## config.mk

```make
export PLATFORM = sky130hd
export DESIGN_NAME = hotend_thermal_controller_unit
export DESIGN_NICKNAME = d
export VERILOG_FILES = /design/src/sv/htc_pkg.sv /design/src/sv/htc_cfg.sv /design/src/sv/htc_core.sv /design/src/sv/hotend_thermal_controller_unit.sv
export SDC_FILE = /design/constraint.sdc
export NUM_CORES = 1
export LEC_CHECK = 0
export ABC_AREA = 1
export BUFFER_PORTS_ARGS = -buffer_cell sky130_fd_sc_hd__buf_2
export CAP_MARGIN = 20
export CORE_ASPECT_RATIO = 0.75
export CORE_MARGIN = 10
export CORE_UTILIZATION = 55
export CTS_BUF_LIST = sky130_fd_sc_hd__clkbuf_16
export CTS_CLUSTER_SIZE = 28
export DETAILED_ROUTE_END_ITERATION = 7
export PLACE_DENSITY = 0.77
export SYNTH_ARGS = -nofsm -noshare
export SYNTH_HDL_FRONTEND = slang
export SYNTH_SLANG_ARGS = --single-unit
```

## constraint.sdc

```tcl
create_clock -name clk -period 5.11 [get_ports clk]
set_input_delay 0 -clock clk [delete_from_list [all_inputs] [get_ports clk]]
set_output_delay 0 -clock clk [all_outputs]
set_load 0.005 [all_outputs]
```

## src/sv/htc_pkg.sv

```systemverilog
// Shared types and constants for the hot-end thermal controller.
// Used by every module of the block; no dependencies of its own.
package htc_pkg;

  localparam int unsigned ReadingW = 10;
  localparam int unsigned ColdW    = 13;
  localparam int unsigned DutyW    = 10;
  localparam int unsigned BandW    = 8;
  localparam int unsigned CfgIdxW  = 3;
  localparam int unsigned CfgDataW = 13;
  localparam int unsigned InDataW  = 40;
  localparam int unsigned OutDataW = 40;

  // Configuration register indexes.
  localparam logic [CfgIdxW-1:0] REG_FAN_ON       = 3'd0;
  localparam logic [CfgIdxW-1:0] REG_FAN_OVERHEAT = 3'd1;
  localparam logic [CfgIdxW-1:0] REG_FAN_HYST     = 3'd2;
  localparam logic [CfgIdxW-1:0] REG_FAN_LOW      = 3'd3;
  localparam logic [CfgIdxW-1:0] REG_FAN_HIGH     = 3'd4;
  localparam logic [CfgIdxW-1:0] REG_READY_BAND   = 3'd5;
  localparam logic [CfgIdxW-1:0] REG_MOTION_BAND  = 3'd6;

  // Reset values of the configuration registers.
  localparam logic [ColdW-1:0] FAN_ON_RESET       = 13'd500;
  localparam logic [ColdW-1:0] FAN_OVERHEAT_RESET = 13'd600;
  localparam logic [BandW-1:0] FAN_HYST_RESET     = 8'd20;
  localparam logic [DutyW-1:0] FAN_LOW_RESET      = 10'd200;
  localparam logic [DutyW-1:0] FAN_HIGH_RESET     = 10'd800;
  localparam logic [BandW-1:0] READY_BAND_RESET   = 8'd10;
  localparam logic [BandW-1:0] MOTION_BAND_RESET  = 8'd30;

  localparam logic [DutyW-1:0] DUTY_MAX = 10'd1023;

  typedef struct packed {
    logic [ColdW-1:0] fan_on_threshold;
    logic [ColdW-1:0] fan_overheat_threshold;
    logic [BandW-1:0] fan_hysteresis;
    logic [DutyW-1:0] fan_low_duty;
    logic [DutyW-1:0] fan_high_duty;
    logic [BandW-1:0] ready_band;
    logic [BandW-1:0] motion_band;
  } cfg_t;

  typedef struct packed {
    logic                heater_enable;
    logic [ReadingW-1:0] target_temperature;
    logic [ColdW-1:0]    coldend_sample;
    logic [ReadingW-1:0] hotend_reading;
  } sample_t;

  typedef struct packed {
    logic [ColdW-1:0] coldend_filtered_out;
    logic             motion_ok;
    logic             temp_ready;
    logic [DutyW-1:0] fan_duty_out;
    logic [DutyW-1:0] heat_duty_out;
  } result_t;

endpackage

```

## src/sv/htc_cfg.sv

```systemverilog
// Configuration register file of the hot-end thermal controller.
// Depends on htc_pkg for register indexes, reset values and cfg_t.
module htc_cfg (
  input  logic                           clk,
  input  logic                           rst,
  input  logic                           cfg_wen,
  input  logic [htc_pkg::CfgIdxW-1:0]    cfg_index,
  input  logic [htc_pkg::CfgDataW-1:0]   cfg_wdata,
  output htc_pkg::cfg_t                  cfg
);
  import htc_pkg::*;

  always_ff @(posedge clk) begin
    if (rst) begin
      cfg.fan_on_threshold       <= FAN_ON_RESET;
      cfg.fan_overheat_threshold <= FAN_OVERHEAT_RESET;
      cfg.fan_hysteresis         <= FAN_HYST_RESET;
      cfg.fan_low_duty           <= FAN_LOW_RESET;
      cfg.fan_high_duty          <= FAN_HIGH_RESET;
      cfg.ready_band             <= READY_BAND_RESET;
      cfg.motion_band            <= MOTION_BAND_RESET;
    end else if (cfg_wen) begin
      unique case (cfg_index)
        REG_FAN_ON:       cfg.fan_on_threshold       <= cfg_wdata[ColdW-1:0];
        REG_FAN_OVERHEAT: cfg.fan_overheat_threshold <= cfg_wdata[ColdW-1:0];
        REG_FAN_HYST:     cfg.fan_hysteresis         <= cfg_wdata[BandW-1:0];
        REG_FAN_LOW:      cfg.fan_low_duty           <= cfg_wdata[DutyW-1:0];
        REG_FAN_HIGH:     cfg.fan_high_duty          <= cfg_wdata[DutyW-1:0];
        REG_READY_BAND:   cfg.ready_band             <= cfg_wdata[BandW-1:0];
        REG_MOTION_BAND:  cfg.motion_band            <= cfg_wdata[BandW-1:0];
        default: ;
      endcase
    end
  end

endmodule

```

## src/sv/htc_core.sv

```systemverilog
// Controller state and the per-sample update: heater PD loop, cold-end
// slew filter, fan hysteresis and motion permission. Depends on htc_pkg.
module htc_core (
  input  logic             clk,
  input  logic             rst,
  input  logic             step,
  input  htc_pkg::sample_t sample,
  input  htc_pkg::cfg_t    cfg,
  output htc_pkg::result_t result
);
  import htc_pkg::*;

  logic [ReadingW-1:0] previous_reading;
  logic [ColdW-1:0]    coldend_filtered;
  logic [DutyW-1:0]    heat_duty;
  logic [DutyW-1:0]    fan_duty;
  logic                motion_flag;

  logic [ColdW-1:0]    coldend_filtered_next;
  logic [DutyW-1:0]    heat_duty_next;
  logic [DutyW-1:0]    fan_duty_next;
  logic                motion_flag_next;

  logic signed [10:0]  err;
  logic signed [10:0]  err_adj;
  logic signed [10:0]  err_quarter;
  logic signed [10:0]  deriv;
  logic        [10:0]  err_mag;
  logic signed [14:0]  duty_sum;
  logic                at_temp;
  logic                motion_clear;
  logic                fan_below_off;

  always_comb begin
    // Cold-end filter moves one count toward the sample.
    if (sample.coldend_sample > coldend_filtered) begin
      coldend_filtered_next = coldend_filtered + 1'b1;
    end else if (sample.coldend_sample < coldend_filtered) begin
      coldend_filtered_next = coldend_filtered - 1'b1;
    end else begin
      coldend_filtered_next = coldend_filtered;
    end

    // A hysteresis larger than the on threshold means the off level is below zero.
    fan_below_off = ({5'b0, cfg.fan_hysteresis} > cfg.fan_on_threshold) ||
                    (coldend_filtered_next <
                     (cfg.fan_on_threshold - {5'b0, cfg.fan_hysteresis}));
    if (coldend_filtered_next > cfg.fan_overheat_threshold) begin
      fan_duty_next = cfg.fan_high_duty;
    end else if (coldend_filtered_next > cfg.fan_on_threshold) begin
      fan_duty_next = cfg.fan_low_duty;
    end else if (fan_below_off) begin
      fan_duty_next = '0;
    end else begin
      fan_duty_next = fan_duty;
    end

    err     = $signed({1'b0, sample.target_temperature}) -
              $signed({1'b0, sample.hotend_reading});
    deriv   = $signed({1'b0, previous_reading}) - $signed({1'b0, sample.hotend_reading});
    err_mag = err[10] ? 11'(-err) : 11'(err);

    at_temp = (err_mag < {3'b0, cfg.ready_band}) && (sample.target_temperature != '0);
    motion_clear = (sample.target_temperature == '0) ||
                   ({2'b0, cfg.motion_band} > sample.target_temperature) ||
                   (sample.hotend_reading <
                    (sample.target_temperature - {2'b0, cfg.motion_band}));
    motion_flag_next = motion_clear ? 1'b0 : (at_temp | motion_flag);

    // Division by four truncates toward zero, so negative errors are biased first.
    err_adj     = err + (err[10] ? 11'sd3 : 11'sd0);
    err_quarter = err_adj >>> 2;
    duty_sum = $signed({5'b0, heat_duty}) +
               $signed({{4{err_quarter[10]}}, err_quarter}) +
               $signed({deriv[10], deriv, 3'b000});
    if (!sample.heater_enable || duty_sum[14]) begin
      heat_duty_next = '0;
    end else if (duty_sum[13:10] != '0) begin
      heat_duty_next = DUTY_MAX;
    end else begin
      heat_duty_next = duty_sum[9:0];
    end

    result.heat_duty_out        = heat_duty_next;
    result.fan_duty_out         = fan_duty_next;
    result.temp_ready           = at_temp;
    result.motion_ok            = motion_flag_next;
    result.coldend_filtered_out = coldend_filtered_next;
  end

  always_ff @(posedge clk) begin
    if (rst) begin
      previous_reading <= '0;
      coldend_filtered <= '0;
      heat_duty        <= '0;
      fan_duty         <= '0;
      motion_flag      <= 1'b0;
    end else if (step) begin
      previous_reading <= sample.hotend_reading;
      coldend_filtered <= coldend_filtered_next;
      heat_duty        <= heat_duty_next;
      fan_duty         <= fan_duty_next;
      motion_flag      <= motion_flag_next;
    end
  end

endmodule

```

## src/sv/hotend_thermal_controller_unit.sv

```systemverilog
// Hot-end thermal controller: one result per temperature sample, one sample
// per clock when the output side keeps up. A sample is registered on input
// and, when the output register is free or being read, updated through
// htc_core into the output register, where its result is valid. While a
// result waits, the input register still takes one more sample; the input
// stalls only when both registers are full. Registers are written through the
// plain write port and apply to the next sample update.
// Depends on htc_pkg, htc_cfg and htc_core.
module hotend_thermal_controller_unit (
  input  logic                            clk,
  input  logic                            rst,
  input  logic                            s_tvalid,
  output logic                            s_tready,
  // [9:0] hotend_reading, [22:10] coldend_sample,
  // [32:23] target_temperature, [33] heater_enable, [39:34] zero
  input  logic [htc_pkg::InDataW-1:0]     s_tdata,
  output logic                            m_tvalid,
  input  logic                            m_tready,
  // [9:0] heat_duty_out, [19:10] fan_duty_out, [20] temp_ready,
  // [21] motion_ok, [34:22] coldend_filtered_out, [39:35] zero
  output logic [htc_pkg::OutDataW-1:0]    m_tdata,
  input  logic                            cfg_wen,
  input  logic [htc_pkg::CfgIdxW-1:0]     cfg_index,
  input  logic [htc_pkg::CfgDataW-1:0]    cfg_wdata
);
  import htc_pkg::*;

  cfg_t    cfg;
  sample_t in_item;
  logic    in_valid;
  result_t step_result;
  result_t out_item;
  logic    step;

  assign step     = in_valid && (!m_tvalid || m_tready);
  assign s_tready = !in_valid || step;

  htc_cfg u_cfg (
    .clk       (clk),
    .rst       (rst),
    .cfg_wen   (cfg_wen),
    .cfg_index (cfg_index),
    .cfg_wdata (cfg_wdata),
    .cfg       (cfg)
  );

  htc_core u_core (
    .clk    (clk),
    .rst    (rst),
    .step   (step),
    .sample (in_item),
    .cfg    (cfg),
    .result (step_result)
  );

  always_ff @(posedge clk) begin
    if (rst) begin
      in_valid <= 1'b0;
    end else if (s_tready) begin
      in_valid <= s_tvalid;
    end
  end

  always_ff @(posedge clk) begin
    if (s_tvalid && s_tready) begin
      in_item <= sample_t'(s_tdata[$bits(sample_t)-1:0]);
    end
  end

  always_ff @(posedge clk) begin
    if (rst) begin
      m_tvalid <= 1'b0;
    end else if (step) begin
      m_tvalid <= 1'b1;
    end else if (m_tready) begin
      m_tvalid <= 1'b0;
    end
  end

  always_ff @(posedge clk) begin
    if (step) begin
      out_item <= step_result;
    end
  end

  assign m_tdata = {{(OutDataW - $bits(result_t)){1'b0}}, out_item};

endmodule

```

==> out/qor.txt, run 1 <==
DRT Wirelength: 28700 um
post-synthesis mux area share: 0%
core area: 20400 um2
Design Area, Final: 13700 um2
synth unique cells: 52
Clock power frac: 27.2%
Internal: 3.13 mW
net switching power: 1.86 mW
Synth top area share: 20.1%
Slew Limit Headroom: 32.0%
io pins: 103
layout cells sized above 1: 14.4%
CP Capture Type: flop
commonest non-fill, non-tap cell in the layout: nand2_1
total power: 4.99 mW
CP Data Arrival Time: 5.03 ns
GRT Total Usage: 20.5%
Worst VDD drop: 238 uV
CTS tree: done
post-DP HPWL: 20300 um
P_leak: 6.47 nW
most frequent cells in the layout: nand2_1 (218), inv_1 (211), a21oi_1 (136)
port bufs: 91
maxcap violations: 0
endpoints failing setup: 0
fill count: 1668
Clock Skew: 0.0161 ns
Ys Warns: 0
Root Buffer Master: clkbuf_16
chip width: 187 um
FF+latch count, synth: 185
Critical Path Fanout Max: 10
Worst-path clk slew: 0.08 ns
multi-input logic area: 6320 um2
drt drc: 0
top cells by area, synth: dfxtp_1 (20%), edfxtp_1 (18%), ha_1 (14%), nand2_1 (7.3%), inv_1 (7.0%)
synthesized-area fraction occupied by adder cells: 15.8%
Core Util, Final: 67.1%
outcome: completed
largest family of logic cells by synthesized area: simple AND/OR/NAND/NOR gates
Area Growth Syn to Fin: 18.7%
Top FF cell, synth: dfxtp_1
top cell type by total area after synthesis: dfxtp_1
crit start category: flop
mapped cell area: 11600 um2
Rows: 45
Worst-Skew Late Latency: 0.45 ns
Place WS: 0.117 ns
post-synthesis sequential area ratio: 38.0%
Final Critical Period: 4.83 ns
Final period util: 94.5%
Initial Util: 56.5%
Async SR Flop Fraction: 0%
routed length per instance: 15.4 um
pin count of the biggest net entering global routing: 109
H-tree levels: 4
DR iter-0 viols: 822
Post-Synth XOR/XNOR Area: 4.59%
routability cong.: 0.897
Final Worst Setup Slack: 0.281 ns
DIE AREA: 27300 um2
antenna-violating nets left: 0
cts bufs inserted: 17
Seq pwr share: 34.2%
FMAX: 207 MHz
Post-synth EDFFs: 69
placed instance area: 12300 um2
register area: 4390 um2
number of global-route vias before repair: 9268
initial antenna violation count: 1
post-synthesis compound-gate area fraction: 15.1%
clock sink total: 185
WS Path Type: flop to flop
Congestion Overflow GR: 0
worst slew pin tran: 1.02 ns
Max Slew Vio Count: 0
Final Hold Vio Count: 0
Synth Area in Simple Gates: 17.7%
Syn Area/Cell: 8.15 um2
Synth Instances: 1418
Hold Crit Class: input port to flop
Total Nets Final: 1768
maximum clock path buffer count: 2
Sw Ratio: 37.3%
Via density: 5.30
TritonRoute pass-1 iters: 5
first-pass GRT wire length: 46600 um
DR vias: 9875
Die Height: 146 um
Worst Path Required: 5.31 ns
PD cells: 364 nW/um2
Comb pwr share: 38.6%
-- final cells by class --
class	count	area share [%]
clock inverters	14	1.24
flip-flops and latches	185	32.0
clock buffers	18	3.28
diodes	1	0.0182
repair buffers	165	8.61
well taps	282	2.57
multi-input cells	974	46.1
inverters	225	6.17
-- power by group through the flow --
stage	sequential, mW	clock [mW]	combinational, mW
floorplan	1.73	0	1.25
global placement	1.74	0	1.67
detailed placement	1.74	0	1.70
CTS	1.71	1.38	1.75
global route	1.72	1.45	2.16
finish	1.71	1.36	1.93
-- synth_stat cells (2+ instances only) --
cell,count
nand4_1,10
nor2_4,3
o21ai_1,2
fa_1,12
a21oi_2,3
or2_2,11
a21o_1,7
nor3_1,13
clkinv_1,3
xor2_1,38
nand3b_1,13
xnor2_1,17
o21ai_0,115
buf_2,2
nand2_1,225
clkbuf_1,31
inv_2,5
xor2_2,2
o211ai_1,19
dfxtp_1,116
nand3_1,62
a211oi_1,3
edfxtp_1,69
a21oi_1,144
nor2_1,94
nand2_2,10
o21bai_1,3
o2111ai_1,2
o31ai_1,7
ha_1,127
buf_4,5
o21a_1,3
a31oi_1,2
nor2_2,3
nor4_1,4
inv_1,217
-- per-stage QoR --
| step | hold slack (ns) | instances | setup TNS (ns) |
|---|---|---|---|
| after global placement | 0.177 | 1768 | 0 |
| after floorplan | 0.0691 | 1422 | 0 |
| after global routing | 0.0966 | 1864 | -0.535 |
| after CTS | 0.0518 | 1853 | 0 |
| final | 0.0587 | 1864 | 0 |
| after detailed placement | 0.178 | 1769 | 0 |
-- cells by family after synthesis --
| group | count (synthesis) |
|---|---|
| AO/OA/AOI/OAI | 316 |
| XOR/XNOR | 58 |
| adder cells (fa/ha/maj) | 139 |
| buffers and inverters | 263 |
| flip-flops | 185 |
| other | 1 |
| AND/OR/NAND/NOR | 456 |
-- per-layer routing --
| layer | vias to the layer above | part of all wire [%] | global-route usage (%) |
|---|---|---|---|
| li1 | 5013 | - | - |
| met1 | 4558 | 50 | 29.8 |
| met2 | 276 | 42 | 29.9 |
| met3 | 28 | 6.7 | 5.21 |
| met4 | 0 | 1.2 | 4.59 |
| met5 | - | 0 | 0 |
-- final timing paths --
path                              startpoint                    endpoint  slack [ns]  cells past startpoint
setup / recovery        in_item[7]$_DFFE_PP_        m_tdata[2]$_DFFE_PP_        0.28                     27
hold / removal                  cfg_index[1]   u_cfg.cfg[9]$_SDFFE_PP1P_        0.06                      5
hold reg to reg   u_cfg.cfg[24]$_SDFFE_PP1P_  u_cfg.cfg[24]$_SDFFE_PP1P_        0.46                      2
setup reg to reg        in_item[7]$_DFFE_PP_        m_tdata[2]$_DFFE_PP_        0.28                     27
-- sequential cells by signal (all words and copies together) (netlist names), 10 cells and up --
signal	flops
u_cfg.cfg	70
m_tdata	35
in_item	34
u_core.coldend_filtered	13
u_core.fan_duty	10
u_core.heat_duty	10
u_core.previous_reading	10
-- what timing repair did --
action,CTS,global route
endpoints found under the setup margin,0,27
hold buffers,52,0
endpoints found under the hold margin,101,0
gates resized for setup,0,39
setup buffers,0,8
-- worst max-delay path, cell delays in order (launching register included) --
cell	delay [ns]
edfxtp_1	0.43
inv_1	0.15
ha_1	0.32
a21oi_1	0.21
o21a_1	0.18
nand2_2	0.08
a21oi_4	0.20
ha_4	0.15
nand3_2	0.08
nand2_4	0.10
nand3_4	0.09
nor2_4	0.18
nand2_2	0.09
nor2_4	0.15
nor2_1	0.08
fa_1	0.43
ha_1	0.38
a21oi_2	0.15
nand2_2	0.09
a21oi_2	0.20
o21ai_2	0.09
a21oi_2	0.14
xor2_1	0.08
nor2_2	0.10
buf_4	0.16
nand3b_1	0.11
nand2_2	0.09
inv_1	0.04
Note: power is estimated with default switching activity, not from simulation.
==> inputs of run 2 (changes only) <==
PLACE_DENSITY = 0.75   (was 0.77)
clock period = 4.5 ns   (was 5.11 ns; I/O delays follow)
==> run 2 against run 1 <==
Against the previous run: the run now ends with setup timing left; count of clock-buffer cells in the layout unchanged; clock skew increased by 0.00074 ns; highest routed layer is now met5; register-to-register slack got worse by 0.47 ns; non-clock buffer count increased by 71; clock power increased by 13%; global-route usage increased by 1.2 points; power increased by 20%; combinational power increased by 31%; sequential power increased by 13%; cell area increased by 4.6%.
==> out/qor.txt, run 2 (same netlist as run 1, synthesis figures left out) <==
drt drc: 0 (unchanged)
CTS tree: done
outcome: complete, but fails checks
Worst-Skew Late Latency: 0.45 ns (about the same)
maxcap violations: 0 (unchanged)
Via density: 5.27 (-0.54%)
CP bufs+invs: 7 (+4)
worst slew pin tran: 0.849 ns (-0.170 ns)
port bufs: 91 (unchanged)
DR vias: 10201 (+3.3%)
chip width: 187 um (unchanged)
Worst VDD drop: 211 uV (-11%)
stages on the worst setup path: 32 (+19%)
Hold Path Depth: 5 (unchanged)
number of global-route vias before repair: 9712 (+4.8%)
H-tree levels: 4 (unchanged)
Area Growth Syn to Fin: 24.2%
R2R depth: 32 (+19%)
routed length per instance: 15.6 um (+1.5%)
post-route insts no fill: 1936 (+3.9%)
TritonRoute pass-1 iters: 6 (+1)
setup TNS: -2.40 ns (-2.40 ns)
first-pass GRT wire length: 49300 um (+5.8%)
maximum clock path buffer count: 2 (unchanged)
Die Height: 146 um (unchanged)
clock sink total: 185 (unchanged)
Critical Path Slowest Stage Cell: edfxtp_1
initial antenna violation count: 1 (unchanged)
DIE AREA: 27300 um2 (unchanged)
Final Hold Vio Count: 0 (unchanged)
worst reg2reg setup slack: -0.19 ns (-0.47 ns)
Final Worst Setup Slack: -0.187 ns (-0.468 ns)
Inst Count DP: 1824 (+3.1%)
WS Path Type: flop to flop
Slew Limit Headroom: 43.2% (+11 points)
Hold Crit Class: input port to flop
Critical Path Fanout Max: 5 (-5)
biggest cell delay along the critical path: 0.40 ns (-0.03 ns)
Place WS: -0.307 ns (-0.424 ns)
io pins: 103 (unchanged)
Hold Path End: u_cfg.cfg[11]$_SDFFE_PP1P_
Worst-path clk slew: 0.07 ns (about the same)
core area: 20400 um2 (unchanged)
most frequent cells in the layout: nand2_1 (215), inv_1 (208), a21oi_1 (132)
Final period util: 104% (+9.7 points)
Critical Path Most Common Cell: nand2_1
Root Buffer Master: clkbuf_16
PD cells: 418 nW/um2 (+15%)
RSZ-0062 raised after global routing: true
Congestion Overflow GR: 0 (unchanged)
endpoints failing setup: 20 (+20)
Largest Register: u_cfg.cfg
CP Capture Type: flop
P_leak: 6.80 nW (+5.2%)
failing checks: setup timing
crit start category: flop
Max Slew Vio Count: 0 (unchanged)
hold_sp: cfg_index[1]
antenna-violating nets left: 0 (unchanged)
GRT Total Usage: 21.7% (+1.2 points)
cts bufs inserted: 17 (unchanged)
Initial Util: 56.5% (unchanged)
commonest non-fill, non-tap cell in the layout: nand2_1
fill count: 1574 (-5.6%)
final hold slack: 0.0828 ns (+0.0242 ns)
Clock Skew: 0.0169 ns (+0.000740 ns)
max reg flops: 70 (unchanged)
Rows: 45 (unchanged)
Total Nets Final: 1841 (+4.1%)
pin count of the biggest net entering global routing: 82 (-25%)
Top delay family on crit path: adder cells
routability cong.: 0.890 (-0.78%)
Final Critical Period: 4.69 ns (-0.142 ns)
FMAX: 213 MHz (+3.0%)
Worst Path Required: 4.70 ns (-0.61 ns)
layout cells sized above 1: 19.4% (+5.0 points)
DRT Wirelength: 30300 um (+5.4%)
# diodes: 0 (-1)
CP Data Arrival Time: 4.89 ns (-0.14 ns)
DR iter-0 viols: 1003 (+22%)
post-DP HPWL: 21700 um (+6.8%)
reg2reg start: in_item[23]$_DFFE_PP_
RR Endpoint: m_tdata[6]$_DFFE_PP_
run 2: cell types whose count changed in the layout (fill, tap and decap cells not counted), moves of 3 or more:
cell      previous run  this run
ha_4                 5         8
ha_2                 3         0
a21oi_2             11        14
buf_4               20        91
inv_1              211       208
nand2_2             16        19
clkinv_8             5         0
nor2_4               3         7
inv_2               10        14
o21ai_0            114       111
nand2_1            218       215
a21oi_1            136       132
run 2: layout make-up:
cell class | instances | area [um2] | area share, %
sequential | 185 | 4390 | 30.6
clock inverter | 14 | 139 | 0.968
multi-input combinational | 976 | 6460 | 45.0
inverter | 225 | 846 | 5.89
tap | 282 | 353 | 2.46
clock buffer | 18 | 450 | 3.14
timing repair buffer | 236 | 1710 | 11.9
run 2: power breakdown:
group / internal [mW] / total, mW / switching [mW] / leakage [nW]
clock network: 0.812 / 1.54 / 0.725 / 0.287
registers: 1.88 / 1.94 / 0.0583 / 1.62
logic: 1.10 / 2.52 / 1.42 / 4.90
total: 3.79 / 6.00 / 2.20 / 6.80
run 2: what timing repair did:
| item | 4_1_cts | 5_1_grt |
|---|---|---|
| endpoints found under the hold margin | 91 | 0 |
| setup endpoints to repair | 20 | 39 |
| resized for setup | 11 | 32 |
| hold buffers | 50 | 0 |
| gates cloned | 1 | 1 |
| pin swaps | 20 | 19 |
| buffers inserted | 21 | 7 |
run 2: per-stage QoR:
stage / power, mW / cell area, um2 / utilization (%)
floorplan: 3.51 / 11700 / -
global placement: 4.22 / 12900 / 63.0
detailed placement: 4.26 / 12900 / 63.1
CTS: 5.90 / 14200 / 69.5
global route: 6.38 / 14400 / 70.2
finish: 6.00 / 14400 / 70.2
run 2: worst max path at each step:
| stage | start | endpoint |
|---|---|---|
| finish | in_item[23]$_DFFE_PP_ | m_tdata[6]$_DFFE_PP_ |
| global route | in_item[23]$_DFFE_PP_ | m_tdata[1]$_DFFE_PP_ |
| CTS | in_item[23]$_DFFE_PP_ | m_tdata[6]$_DFFE_PP_ |
| detailed placement | in_item[23]$_DFFE_PP_ | m_tdata[6]$_DFFE_PP_ |
| global placement | in_item[23]$_DFFE_PP_ | m_tdata[2]$_DFFE_PP_ |
| floorplan | in_item[23]$_DFFE_PP_ | m_tdata[0]$_DFFE_PP_ |
run 2: worst register-to-register path: cells and delay by family, from the launching register on:
kind	cells	cell delay, ns
adders and majority gates	6	1.60
DFF	1	0.40
AOI/OAI and AO/OA	4	0.61
and+or+nand+nor	14	1.13
buffers and inverters	7	0.66
xor gates and xnor gates	1	0.08
run 2: layer usage:
layer	routed length [um]	share of wire, %	up-vias	global-route usage (%)
li1	-	-	5155	-
met1	15100	50	4661	32.2
met2	12700	42	351	31.3
met3	2130	7.0	32	4.54
met4	321	1.1	2	5.19
met5	12	0.040	-	0
==> inputs of run 3 (changes only) <==
CORE_ASPECT_RATIO = 2   (was 0.75)
==> run 3 against run 2 <==
Against the previous run: the run still ends with setup timing left; cell area grew 1.0%; count of clock-buffer cells in the layout shrank 1; via count grew 2.4%.
==> out/qor.txt, run 3 (same netlist as run 1, synthesis figures left out) <==
Largest Register: u_cfg.cfg
Critical Path Most Common Cell: nand2_2
pin count of the biggest net entering global routing: 59 (-28%)
number of global-route vias before repair: 10528 (+8.4%)
Final period util: 104% (-0.52 points)
Design Area, Final: 14500 um2 (+1.0%)
PD cells: 422 nW/um2 (+1.1%)
Total Nets Final: 1850 (+0.49%)
Initial Util: 55.5% (-1.1 points)
Root Buffer Master: clkbuf_16
Area Growth Syn to Fin: 25.5%
layout cells sized above 1: 20.6% (+1.2 points)
Clock Skew: 0.0111 ns (-0.00580 ns)
WS Path Type: flop to flop
max reg flops: 70 (unchanged)
most frequent cells in the layout: inv_1 (212), nand2_1 (209), a21oi_1 (126)
RSZ-0062 raised after global routing: true
CTS tree: done
worst slew pin tran: 0.856 ns (+0.00603 ns)
endpoints failing setup: 20 (unchanged)
Critical Path Slowest Stage Cell: fa_1
Max Slew Vio Count: 0 (unchanged)
clock sink total: 185 (unchanged)
Critical Path Fanout Max: 5 (unchanged)
GRT Total Usage: 23.1% (+1.4 points)
P_leak: 6.86 nW (+0.96%)
H-tree levels: 4 (unchanged)
initial antenna violation count: 1 (unchanged)
Worst-path clk slew: 0.07 ns (about the same)
R2R depth: 31 (-3.1%)
post-DP HPWL: 23100 um (+6.5%)
Die Height: 225 um (+55%)
Rows: 75 (+67%)
placed instance area: 13000 um2 (+0.79%)
failing checks: setup timing
io pins: 103 (unchanged)
TritonRoute pass-1 iters: 5 (-1)
Hold Crit Class: input port to flop
Place WS: -0.236 ns (+0.0707 ns)
Congestion Overflow GR: 0 (unchanged)
outcome: complete, but fails checks
DIE AREA: 27600 um2 (+1.1%)
antenna-violating nets left: 0 (unchanged)
Via density: 5.40 (+2.5%)
FMAX: 214 MHz (+0.50%)
CP Capture Type: flop
drt drc: 0 (unchanged)
commonest non-fill, non-tap cell in the layout: inv_1
Final Worst Setup Slack: -0.164 ns (+0.0235 ns)
Hold Path Depth: 5 (unchanged)
maximum clock path buffer count: 2 (unchanged)
Final Critical Period: 4.66 ns (-0.0235 ns)
chip width: 122 um (-35%)
Worst Path Required: 4.71 ns (about the same)
biggest cell delay along the critical path: 0.44 ns (+0.04 ns)
maxcap violations: 0 (unchanged)
cts bufs inserted: 17 (unchanged)
CP Data Arrival Time: 4.87 ns (-0.02 ns)
first-pass GRT wire length: 50400 um (+2.2%)
Core Util, Final: 69.6% (-0.63 points)
crit start category: flop
DR iter-0 viols: 553 (-45%)
port bufs: 91 (unchanged)
routed length per instance: 16.2 um (+3.7%)
Slew Limit Headroom: 42.9% (-0.28 points)
Final Hold Vio Count: 0 (unchanged)
DR vias: 10444 (+2.4%)
Worst VDD drop: 408 uV (+93%)
routability cong.: 0.926 (+4.1%)
DRT Wirelength: 31400 um (+3.5%)
Worst-Skew Late Latency: 0.45 ns (about the same)
total power: 6.13 mW (+2.1%)
core area: 20800 um2 (+1.9%)
run 3: layout make-up:
type	count	area, um2
Inverter	225	846
Antenna cell	1	2.50
Tap cell	269	337
Clock inverter	15	188
Clock buffer	17	425
Sequential cell	185	4390
Fill cell	1687	6330
Multi-Input combinational cell	976	6530
Timing Repair Buffer	245	1780
run 3: final timing paths:
| kind | start | endpoint | slack [ns] |
|---|---|---|---|
| min | cfg_index[0] | u_cfg.cfg[38]$_SDFFE_PP1P_ | 0.08 |
| min reg2reg | u_cfg.cfg[21]$_SDFFE_PP1P_ | u_cfg.cfg[21]$_SDFFE_PP1P_ | 0.46 |
| max | in_item[23]$_DFFE_PP_ | m_tdata[2]$_DFFE_PP_ | -0.16 |
| max reg2reg | in_item[23]$_DFFE_PP_ | m_tdata[2]$_DFFE_PP_ | -0.16 |
run 3: repair_timing:
action | in CTS | in global routing
endpoints found under the setup margin | 20 | 42
gates resized for setup | 14 | 39
endpoints found under the hold margin | 97 | 0
setup buffers | 16 | 5
gates cloned | 1 | 1
hold buffers | 51 | 0
pin swaps | 13 | 21
run 3: critical path: cells and delay by family (launching register included):
kind / cells / cell delay, ns
compound gates: 5 / 0.80
xor+xnor: 1 / 0.13
fa+ha+maj: 5 / 1.33
buf+inv: 4 / 0.24
flops: 1 / 0.42
simple gates: 16 / 1.54
run 3: through the flow:
stage          hold WS (ns)  setup TNS [ns]  std cells
3_3_place_gp          0.176           -2.01       1826
2_1_floorplan        0.0691          -0.724       1422
6_report             0.0801           -2.34       1933
4_1_cts              0.0543           -1.59       1926
5_1_grt               0.112           -8.22       1933
3_5_place_dp          0.178           -4.32       1826
run 3: report_power, final:
group	total (mW)	internal, mW	switching, mW	leakage (nW)
Combinational	2.60	1.14	1.46	4.95
Sequential	1.94	1.88	0.0560	1.62
Clock	1.59	0.886	0.702	0.302
run 3: per-layer routing:
metal / up-vias / GRT usage [%] / wire length [um]
met4: 0 / 16.3 / 2170
met1: 4852 / 22.1 / 10900
met3: 117 / 4.39 / 1360
met5: - / 0 / 0
li1: 5182 / - / -
met2: 293 / 42.5 / 16900
